### config.mk
export PLATFORM = sky130hd
export DESIGN_NAME = spt_dist
export DESIGN_NICKNAME = d
export VERILOG_FILES = /design/src/spt_pkg.sv /design/src/spt_dist.sv
export SDC_FILE = /design/constraint.sdc
export NUM_CORES = 1
export LEC_CHECK = 0
export BUFFER_PORTS_ARGS = -buffer_cell sky130_fd_sc_hd__buf_2
export CELL_PAD_IN_SITES_DETAIL_PLACEMENT = 2
export CELL_PAD_IN_SITES_GLOBAL_PLACEMENT = 2
export CORE_UTILIZATION = 39
export DETAILED_ROUTE_END_ITERATION = 12
export GPL_TIMING_DRIVEN = 0
export PLACE_DENSITY_LB_ADDON = 0.1
export SYNTH_ARGS = -nofsm -noshare
export SYNTH_HDL_FRONTEND = slang
export SYNTH_SLANG_ARGS = --single-unit
### constraint.sdc
create_clock -name clk -period 9.9 [get_ports clk]
set_clock_uncertainty 0.05 [all_clocks]
set_input_delay 1.485 -clock clk [delete_from_list [all_inputs] [get_ports clk]]
set_output_delay 1.485 -clock clk [all_outputs]
set_load 0.005 [all_outputs]
### src/spt_pkg.sv
`timescale 1ns / 1ps
// shared types, codes and default constants for the sorted point table
// no dependencies; used by every module under src

package spt_pkg;

  localparam int MAX_POINTS_DEF = 256;
  localparam int COORD_BITS_DEF = 10;

  // fixed field widths
  localparam int REQ_W     = 2;
  localparam int RES_W     = 3;
  localparam int RAD_W     = 6;
  localparam int IDX_OUT_W = 8;
  localparam int CNT_OUT_W = 9;

  // widest values the parameters can reach, used by shared structs
  localparam int IDX_MAX_W   = 12;
  localparam int COORD_MAX_W = 16;

  localparam logic [RAD_W-1:0] RADIUS_RESET = 6'd5;

  // latency of the distance unit, in cycles
  localparam int DIST_LAT = 2;

  localparam logic [REQ_W-1:0] REQ_PRESS   = 2'd0;
  localparam logic [REQ_W-1:0] REQ_MOVE    = 2'd1;
  localparam logic [REQ_W-1:0] REQ_RELEASE = 2'd2;

  typedef enum logic [RES_W-1:0] {
    RES_NOTHING  = 3'd0,
    RES_GRABBED  = 3'd1,
    RES_INSERTED = 3'd2,
    RES_MOVED    = 3'd3,
    RES_RELEASED = 3'd4,
    RES_FULL     = 3'd5
  } res_t;

  typedef enum logic [1:0] {
    OP_HOLD   = 2'd0,
    OP_ROTATE = 2'd1,
    OP_INSERT = 2'd2,
    OP_WRITE  = 2'd3
  } cell_op_t;

  // command broadcast to every cell of the chain
  typedef struct packed {
    cell_op_t               op;
    logic [IDX_MAX_W-1:0]   idx;
    logic [COORD_MAX_W-1:0] x;
    logic [COORD_MAX_W-1:0] y;
  } cell_cmd_t;

  // per-entry answer from the distance unit
  typedef struct packed {
    logic                 valid;
    logic                 hit;
    logic                 gt;
    logic [IDX_MAX_W-1:0] idx;
  } dist_res_t;

endpackage

### src/spt_dist.sv
`timescale 1ns / 1ps
// two-stage squared distance and x order test on the entry at the chain head
// depends on spt_pkg

module spt_dist #(
  parameter int COORD_BITS = spt_pkg::COORD_BITS_DEF,
  parameter int IDX_W      = 8
) (
  input  logic                      clk,
  input  logic                      rst,
  input  logic                      en,
  input  logic [IDX_W-1:0]          idx,
  input  logic [COORD_BITS-1:0]     ent_x,
  input  logic [COORD_BITS-1:0]     ent_y,
  input  logic [COORD_BITS-1:0]     px,
  input  logic [COORD_BITS-1:0]     py,
  input  logic [spt_pkg::RAD_W-1:0] radius,
  output spt_pkg::dist_res_t        res
);
  import spt_pkg::*;

  localparam int SQW  = 2 * COORD_BITS;
  localparam int R2W  = 2 * RAD_W;
  localparam int SUMW = (SQW + 1 > R2W) ? SQW + 1 : R2W;

  logic [COORD_BITS-1:0] dx;
  logic [COORD_BITS-1:0] dy;

  logic                  v1;
  logic [SQW-1:0]        sqx;
  logic [SQW-1:0]        sqy;
  logic [R2W-1:0]        r2;
  logic                  gt1;
  logic [IDX_W-1:0]      idx1;
  logic [SUMW-1:0]       dist2;

  assign dx = (ent_x >= px) ? ent_x - px : px - ent_x;
  assign dy = (ent_y >= py) ? ent_y - py : py - ent_y;

  always_ff @(posedge clk) begin
    if (rst) begin
      v1 <= 1'b0;
    end else begin
      v1 <= en;
    end
  end

  always_ff @(posedge clk) begin
    sqx  <= SQW'(dx) * SQW'(dx);
    sqy  <= SQW'(dy) * SQW'(dy);
    r2   <= R2W'(radius) * R2W'(radius);
    gt1  <= px < ent_x;
    idx1 <= idx;
  end

  assign dist2 = SUMW'(sqx) + SUMW'(sqy);

  always_ff @(posedge clk) begin
    if (rst) begin
      res.valid <= 1'b0;
    end else begin
      res.valid <= v1;
    end
    res.hit <= dist2 < SUMW'(r2);
    res.gt  <= gt1;
    res.idx <= IDX_MAX_W'(idx1);
  end

endmodule

# Word level (Yosys, flattened, before mapping)
# Cells that the tools add are included.
# Widths: inputs -> output; s select.
[totals]
word_cells = 24
input_bits = 57
ff_bits = 73
out_inout_bits = 15
[classes]
magnitude_cmp = 4
multipliers = 3
n_addsub = 5
n_mux = 2
[op_table]
columns = ["op", "n"]
rows = [
  ["$mul 10x10->20", 2],
  ["$sub 10x10->10", 4],
  ["$add 20x20->21", 1],
  ["$lt 21x12->1", 1],
  ["$ge 10x10->1", 2],
  ["$mux 10", 2],
  ["$mul 6x6->12", 1],
  ["$lt 10x10->1", 1],
]

# Logic depth before layout (Yosys ltp)
# Gate-level depths: netlist of run 1.
[depth]
ltp_word = 3
ltp_mapped = 33
depth_no_buf = 33

# Least setup slack after synthesis of run 1
# Ideal clock, no wire load.
[synth_path]
path_kind = "input -> register"
start = "input port ent_y[0]"
end = "register sqy[18]"
t_arrival_ns = 8.005
path_buffers = 1
stages = 29
setup_ns = 0.118
required_time_ns = 9.732
setup_slack_ns = 1.727
cell_sequence = "inv_1 > ha_1 > fa_1 > and2b_1 > o21ai_2 > a211o_2 > a221oi_1 > o311ai_1 > a21oi_2 > o21ai_2 > xnor2_2 > buf_4 > and2_1 > fa_1 > inv_1 > fa_1 > fa_1 > inv_1 > fa_1 > inv_1 > fa_1 > inv_1 > ha_1 > a21oi_1 > o21ai_0 > a21oi_1 > nor2b_1 > o41a_1 > xnor2_1"
[synth_between]
elab_chain_len = 3
word_cells_on_any_way = 5
classes_between = "add/sub: 2; mul: 1; order compare: 1; mux: 1"
[synth_rtl]
columns = ["item", "line_no", "rtl"]
rows = [
  ["from (decl)", "spt_dist.sv:14", "input logic [COORD_BITS-1:0] ent_y,"],
  ["$sub 10x10->10 / $ge 10x10->1 (equally long branches)", "spt_dist.sv:38", "assign dy = (ent_y >= py) ? ent_y - py : py - ent_y;"],
  ["$mux 10 *", "spt_dist.sv:38", ""],
  ["$mul 10x10->20 *", "spt_dist.sv:50", "sqy <= SQW'(dy) * SQW'(dy);"],
  ["to (signal assigned)", "spt_dist.sv:50", ""],
  ["to (decl)", "spt_dist.sv:31", "logic [SQW-1:0] sqy;"],
]
# Every way passes the cells marked *; elsewhere a longest branch is shown, timed or not.
# A chain may end at the register's enable or synchronous reset.

# Final worst setup path of run 1
[layout_path]
start = "input port ent_x[0]"
end = "register sqx[18]"
[layout_between]
elab_chain_len = 3
word_cells_on_any_way = 5
classes_between = "add/sub: 2; mul: 1; order compare: 1; mux: 1"
[layout_rtl]
columns = ["item", "line_no", "rtl"]
rows = [
  ["from (decl)", "spt_dist.sv:13", "input logic [COORD_BITS-1:0] ent_x,"],
  ["$sub 10x10->10 / $ge 10x10->1 (equally long branches)", "spt_dist.sv:37", "assign dx = (ent_x >= px) ? ent_x - px : px - ent_x;"],
  ["$mux 10 *", "spt_dist.sv:37", ""],
  ["$mul 10x10->20 *", "spt_dist.sv:49", "sqx <= SQW'(dx) * SQW'(dx);"],
  ["to (signal assigned)", "spt_dist.sv:49", ""],
  ["to (decl)", "spt_dist.sv:30", "logic [SQW-1:0] sqx;"],
]
# Marked as above.

==> results.yml, run 1 <==
drt:
  detailed_route_vias_per_instance: 5.03
  routed_wl_um: 25600
  drc: 0
  route.layer.met1.wl_um: 12000
  route.detailed.wl_per_inst_um: 16.4
  dr.pass1.iters: 4
  top_layer: "met4"
  dr.first_iter.drc_count: 186
  dr_total_vias: 7861
  met3_layer_wire_length_in_the_routed_design_um: 442
  met2_wirelength_um: 13000
  ant_nets: 0
finish:
  layout.nets: 1566
  multiInputGateArea_um2: 7640
  post_route_cells_drive_above_1_share_pct: 11.0
  antenna_cells: 0
  fillerInstances: 2877
  finalInstanceArea_um2: 11200
  layout.area.seq_um2: 1400
  area_growth_syn_to_layout_pct: 10.8
logic_synthesis:
  synth_simple_gate_area_share_pct: 11.0
  async_sr_flop_fraction_pct: 0
  synth_xor_xnor_area_share_pct: 7.12
  synth-seq-area-share_pct: 13.8
  synth_adder_area_share_pct: 42.5
  dominantRegCellSynth: "dfxtp_1"
  dominant_combinational_cell_family_by_area_after_synthesis: "adder cells"
  synth_compound_gate_area_share_pct: 12.9
  syn_inst: 1148
  synthesis.area_per_instance_um2: 8.82
  muxShareOfSynthArea_pct: 1.69
  synth_cell_types: 75
  synth_area_um2: 10100
  ys_seq_elements: 70
  synth-warning-count: 0
  synth_enable_flop_cells: 0
worst_hold_path:
  timing.hold.worst_path_depth: 0
  hold_path.startpoint: "idx1[3]"
  hold_class: "reg2reg"
  hold_end: "res[3]"
floorplan:
  die_y_um: 163
  std_cell_rows: 58
  top_level_ports: 72
  die-area_um2: 26600
  placeableCoreArea_um2: 25300
  die-width_um: 163
  start_util_pct: 40.0
worst_setup_path:
  critical_path.most_common_cell: "inv_1"
  reg2reg_depth: 13
  ff_to_ff_end: "res[13]"
  ff2ff_setup_slack_ns: 6.22
  critPathKind: "in2reg"
  stage_delay_of_the_slowest_cell_on_the_critical_path_ns: 0.69
  cpMaxStageDelayCell: "xnor2_1"
  crit-reg2reg-launch: "sqx[3]"
  startpoint_type: "input pin"
  cp_data_arrival_time_ns: 9.35
  critical_path_required_time_ns: 10.12
  timing.critical_path.to_type: "flop"
  worstPathMaxFanout: 10
global_routing:
  grt_util_all_layers_pct: 20.4
  antenna_found_initial: 0
  grt_start_max_net_pins: 15
  gr-total-overflow: 0
  number_of_global_route_vias_before_repair: 9011
  global_route_wire_length_before_repair_um: 43300
place:
  gp_routability_congestion: 0.762
  dp_hpwl_um: 22000
  place_area_um2: 10900
  buffer_ports.inserted: 67
cts:
  cts_htree_levels: 3
  cts.sink_count: 70
  worstSkewPairLatency_ns: 0.34
  cts_made_buffers: 9
  post_cts_resized: 0
  postCtsSetupBuffers: 0
  cts_hold_buf: 0
  cts.reportedPaths.clkPinSlew_ns: 0.06
  root_buffer: "clkbuf_16"
  clk_path_buf_depth: 2
  cts_tree: "built"
sta:
  tightest_slew_ns: 1.07
  maxSlewViolCount: 0
  final_period_minus_worst_setup_slack_ns: 9.14
  timing.slew.headroom_pct: 27.8
  fmax_mhz: 109
  timing.final.hold_violations: 0
  layout_worst_path_cycle_share_pct: 92.3
  holdWs_ns: 0.277
  setup_viol_count_final: 0
  totalNegativeSetupSlack_ns: 0
  rsz0062_at_grt: "false"
flow_run:
  max_cap_viol_count: 0
status:
  outcome: "complete, no violations"
[flip-flops by register name, summed over array words and instances (netlist names)]
| register | flops |
|---|---|
| r2 | 11 |
| v1 | 1 |
| idx1 | 8 |
| sqy | 19 |
| gt1 | 1 |
| res | 11 |
| sqx | 19 |
[metal layers]
layer,vias up,global-route usage (%)
met3,16,2.29
met5,-,0
met4,0,2.85
met2,68,37.5
li1,3824,-
met1,3953,26.1
[cells in the mapped netlist (3+ instances only)]
library cell / instances / share of area (%)
inv_1: 259 / 9.6
ha_1: 173 / 21
fa_1: 107 / 21
nor2_1: 80 / 3.0
dfxtp_1: 70 / 14
a21oi_1: 54 / 2.7
xnor2_1: 52 / 4.5
nand2_1: 51 / 1.9
o21ai_0: 30 / 1.5
a21o_1: 28 / 2.1
xor2_1: 21 / 1.8
nand2b_1: 20 / 1.2
nor2b_1: 20 / 1.2
nand3_1: 18 / 0.89
and2_1: 10 / 0.62
o21a_1: 10 / 0.74
o21bai_1: 10 / 0.74
nor3_1: 9 / 0.44
a31oi_1: 8 / 0.49
mux2_2: 8 / 0.89
buf_2: 7 / 0.35
buf_4: 7 / 0.52
mux2i_1: 7 / 0.69
nand4_1: 6 / 0.37
clkbuf_1: 5 / 0.19
or2_2: 5 / 0.31
o2111ai_1: 4 / 0.35
o21ai_1: 4 / 0.20
nor4_1: 3 / 0.19
o211ai_1: 3 / 0.22
o21ai_2: 3 / 0.26
xnor2_2: 3 / 0.48
[cells in the final DEF (no fill, tap or decap), types with 8 or more instances in the layout]
cell       Yosys  routed
o21a_1        10      10
o21bai_1      10      10
mux2_2         8       8
a21oi_1       54      54
nor3_1         9       9
o21ai_0       30      30
ha_1         173     173
fa_1         107     107
buf_2          7      74
xor2_1        21      21
nor2_1        80      80
nand3_1       18      18
inv_1        259     259
clkbuf_16      0       9
a21o_1        28      28
nor2b_1       20      20
xnor2_1       52      52
and2_1        10      10
dfxtp_1       70      70
a31oi_1        8       8
nand2_1       51      51
nand2b_1      20      20
[stage by stage]
step | cells | util [%] | setup WS (ns)
finish | 1564 | 44.3 | 0.763
global route | 1564 | 44.3 | 0.136
CTS | 1564 | 44.3 | 0.681
detailed placement | 1548 | 43.0 | 0.358
global placement | 1548 | 43.0 | 0.506
floorplan | 1151 | - | 1.73
[worst max-delay path: cells and delay by family]
family,cells,cell delay (ns)
fa+ha+maj,8,3.29
compound gates,9,2.40
buf+inv,8,1.00
xor+xnor,2,0.82
simple gates,1,0.20
mux,1,0.13
[worst max-delay path by stage]
stage | slack, ns | start | endpoint
after detailed placement | 0.36 | ent_x[0] | sqx[18]
after floorplan | 1.73 | ent_y[0] | sqy[18]
after global routing | 0.14 | ent_x[0] | sqx[18]
after CTS | 0.68 | ent_x[0] | sqx[18]
final | 0.76 | ent_x[0] | sqx[18]
after global placement | 0.51 | ent_x[0] | sqx[18]
[layout make-up]
| class | count | area share, % |
|---|---|---|
| flip-flops and latches | 70 | 12.5 |
| plain buffers | 20 | 1.05 |
| repair buffers | 67 | 2.99 |
| clock buffers | 9 | 2.01 |
| clock inverters | 7 | 0.937 |
| well taps | 330 | 3.68 |
| inverters | 261 | 8.73 |
| multi-input cells | 800 | 68.1 |
[cells by family (layout without fill, tap and decap cells)]
| kind of cell | after synthesis | after routing |
|---|---|---|
| compound gates | 188 | 188 |
| xor+xnor | 78 | 78 |
| simple gates | 234 | 234 |
| fa+ha+maj | 280 | 280 |
| flops | 70 | 70 |
| buf+inv | 281 | 364 |
| other cells | 1 | 4 |
| mux | 16 | 16 |
Power of run 1 is left out: the tool's default activity adds up to more than one toggle a clock period on the data nets, which glitch-free logic cannot reach.
==> run 2, diff against run 1 <==
==> constraint.sdc (replaced) <==
create_clock -name clk -period 9.9 [get_ports clk]
set_clock_uncertainty 0.05 [all_clocks]
set_input_delay 1.98 -clock clk [delete_from_list [all_inputs] [get_ports clk]]
set_output_delay 1.98 -clock clk [all_outputs]
set_load 0.005 [all_outputs]
==> results.yml, run 2 (synthesis gave the netlist of run 1 again) <==
status:
  outcome: "complete, no violations"
cts:
  clk_path_buf_depth: 2
  cts_htree_levels: 3
  cts.sink_count: 70
  cts.reportedPaths.clkPinSlew_ns: 0.06
  cts_made_buffers: 9
  root_buffer: "clkbuf_16"
  cts_tree: "built"
  worstSkewPairLatency_ns: 0.34
  postCtsSetupBuffers: 0
place:
  worst_setup_slack_post_dpl_ns: -0.137
  dp_hpwl_um: 22000
  buffer_ports.inserted: 67
  gp_routability_congestion: 0.762
  place_area_um2: 10900
global_routing:
  grt_util_all_layers_pct: 20.4
  number_of_global_route_vias_before_repair: 9011
  antenna_found_initial: 0
  global_route_wire_length_before_repair_um: 43300
  grt_start_max_net_pins: 15
  gr-total-overflow: 0
sta:
  timing.final.hold_violations: 0
  final_period_minus_worst_setup_slack_ns: 9.40
  fin_ws_ns: 0.499
  totalNegativeSetupSlack_ns: 0
  timing.slew.headroom_pct: 25.7
  rsz0062_at_grt: "false"
  maxSlewViolCount: 0
  tightest_slew_ns: 1.11
  fmax_mhz: 106
  layout_worst_path_cycle_share_pct: 95.0
  setup_viol_count_final: 0
worst_setup_path:
  stage_delay_of_the_slowest_cell_on_the_critical_path_ns: 0.56
  ff2ff_setup_slack_ns: 6.22
  crit_end: "sqy[18]"
  cpMaxStageDelayCell: "fa_1"
  timing.critical_path.to_type: "flop"
  ff_to_ff_end: "res[13]"
  critPathKind: "in2reg"
  worstPathMaxFanout: 10
  startpoint_type: "input pin"
  cp_data_arrival_time_ns: 9.57
  critical_path.most_common_cell: "fa_1"
  setup.worst_path.start: "ent_y[0]"
  critical_path_required_time_ns: 10.07
  crit-reg2reg-launch: "sqx[3]"
  reg2reg_depth: 13
finish:
  finalCoreUtilization_pct: 44.5
  layout.nets: 1566
  fillerInstances: 2867
  post_route_cells_drive_above_1_share_pct: 11.5
  antenna_cells: 0
  reg_top3: "sqx: 19 flops, sqy: 19 flops"
  finalInstanceArea_um2: 11300
  mostFrequentLayoutCells: "259 x inv_1, 173 x ha_1, 107 x fa_1"
  layout.cells.most_common: "inv_1"
  area_growth_syn_to_layout_pct: 11.4
drt:
  dr.pass1.iters: 4
  ant_nets: 0
  dr_total_vias: 7846
  route.detailed.wl_per_inst_um: 16.4
  dr.first_iter.drc_count: 178
  routed_wl_um: 25700
  drc: 0
  detailed_route_vias_per_instance: 5.02
floorplan:
  die-area_um2: 26600
  top_level_ports: 72
  die_y_um: 163
  placeableCoreArea_um2: 25300
  start_util_pct: 40.0
  std_cell_rows: 58
  die-width_um: 163
flow_run:
  max_cap_viol_count: 0
worst_hold_path:
  hold_class: "reg2reg"
[run 2: cell types whose count changed in the layout (fill, tap and decap cells not counted)]
cell and change:
clkbuf_1 -1, a311oi_2 +1, xor2_1 -1, o41ai_1 -1, o41ai_2 +1, a311oi_1 -1, xnor2_4 +1, clkbuf_2 +1
xnor2_1 -2, xor2_4 +1, xnor2_2 +1
[run 2: routing by layer]
layer  wire length [um]  share of wire (%)  vias to the layer above  track usage [%]
met5                  0                  0                        -                0
met3                678                2.6                       16             2.29
met4                198               0.77                        0             2.85
met2              13100                 51                       80             37.5
met1              11800                 46                     3928             26.1
li1                   -                  -                     3822                -
[run 2: repair_timing]
item / 4_1_cts / 5_1_grt
hold buffers: 0 / 0
hold endpoints to repair: 0 / 0
gates resized for setup: 0 / 9
endpoints found under the setup margin: 0 / 3
[run 2: through the flow]
stage / hold WS, ns / cells
after CTS: 0.278 / 1564
after global routing: 0.288 / 1564
final: 0.277 / 1564
after global placement: 0.260 / 1548
after floorplan: 0.260 / 1151
after detailed placement: 0.265 / 1548
[run 2: worst min-delay path by stage]
stage / cells after the start / from / to
after detailed placement: 0 / idx1[3] / res[3]
after CTS: 0 / idx1[4] / res[4]
after floorplan: 0 / idx1[0] / res[0]
after global placement: 0 / idx1[5] / res[5]
final: 0 / idx1[3] / res[3]
after global routing: 0 / gt1 / res[12]
[run 2: critical path, delay by kind of cell]
kind,cells,cell delay (ns)
xor gates and xnor gates,2,0.46
and+or+nand+nor,5,0.66
AOI/OAI and AO/OA,10,2.45
adders and majority gates,8,3.47
buffers and inverters,6,0.54
[run 2: layout make-up]
type | instances | area [um^2] | share of cell area [%]
inverter | 261 | 980 | 8.69
tap | 330 | 413 | 3.66
multi-input combinational | 800 | 7700 | 68.3
timing repair buffer | 67 | 335 | 2.97
clock inverter | 7 | 105 | 0.932
buffer | 20 | 119 | 1.05
sequential | 70 | 1400 | 12.4
clock buffer | 9 | 225 | 2.00
Power of run 2 is left out for the same reason.
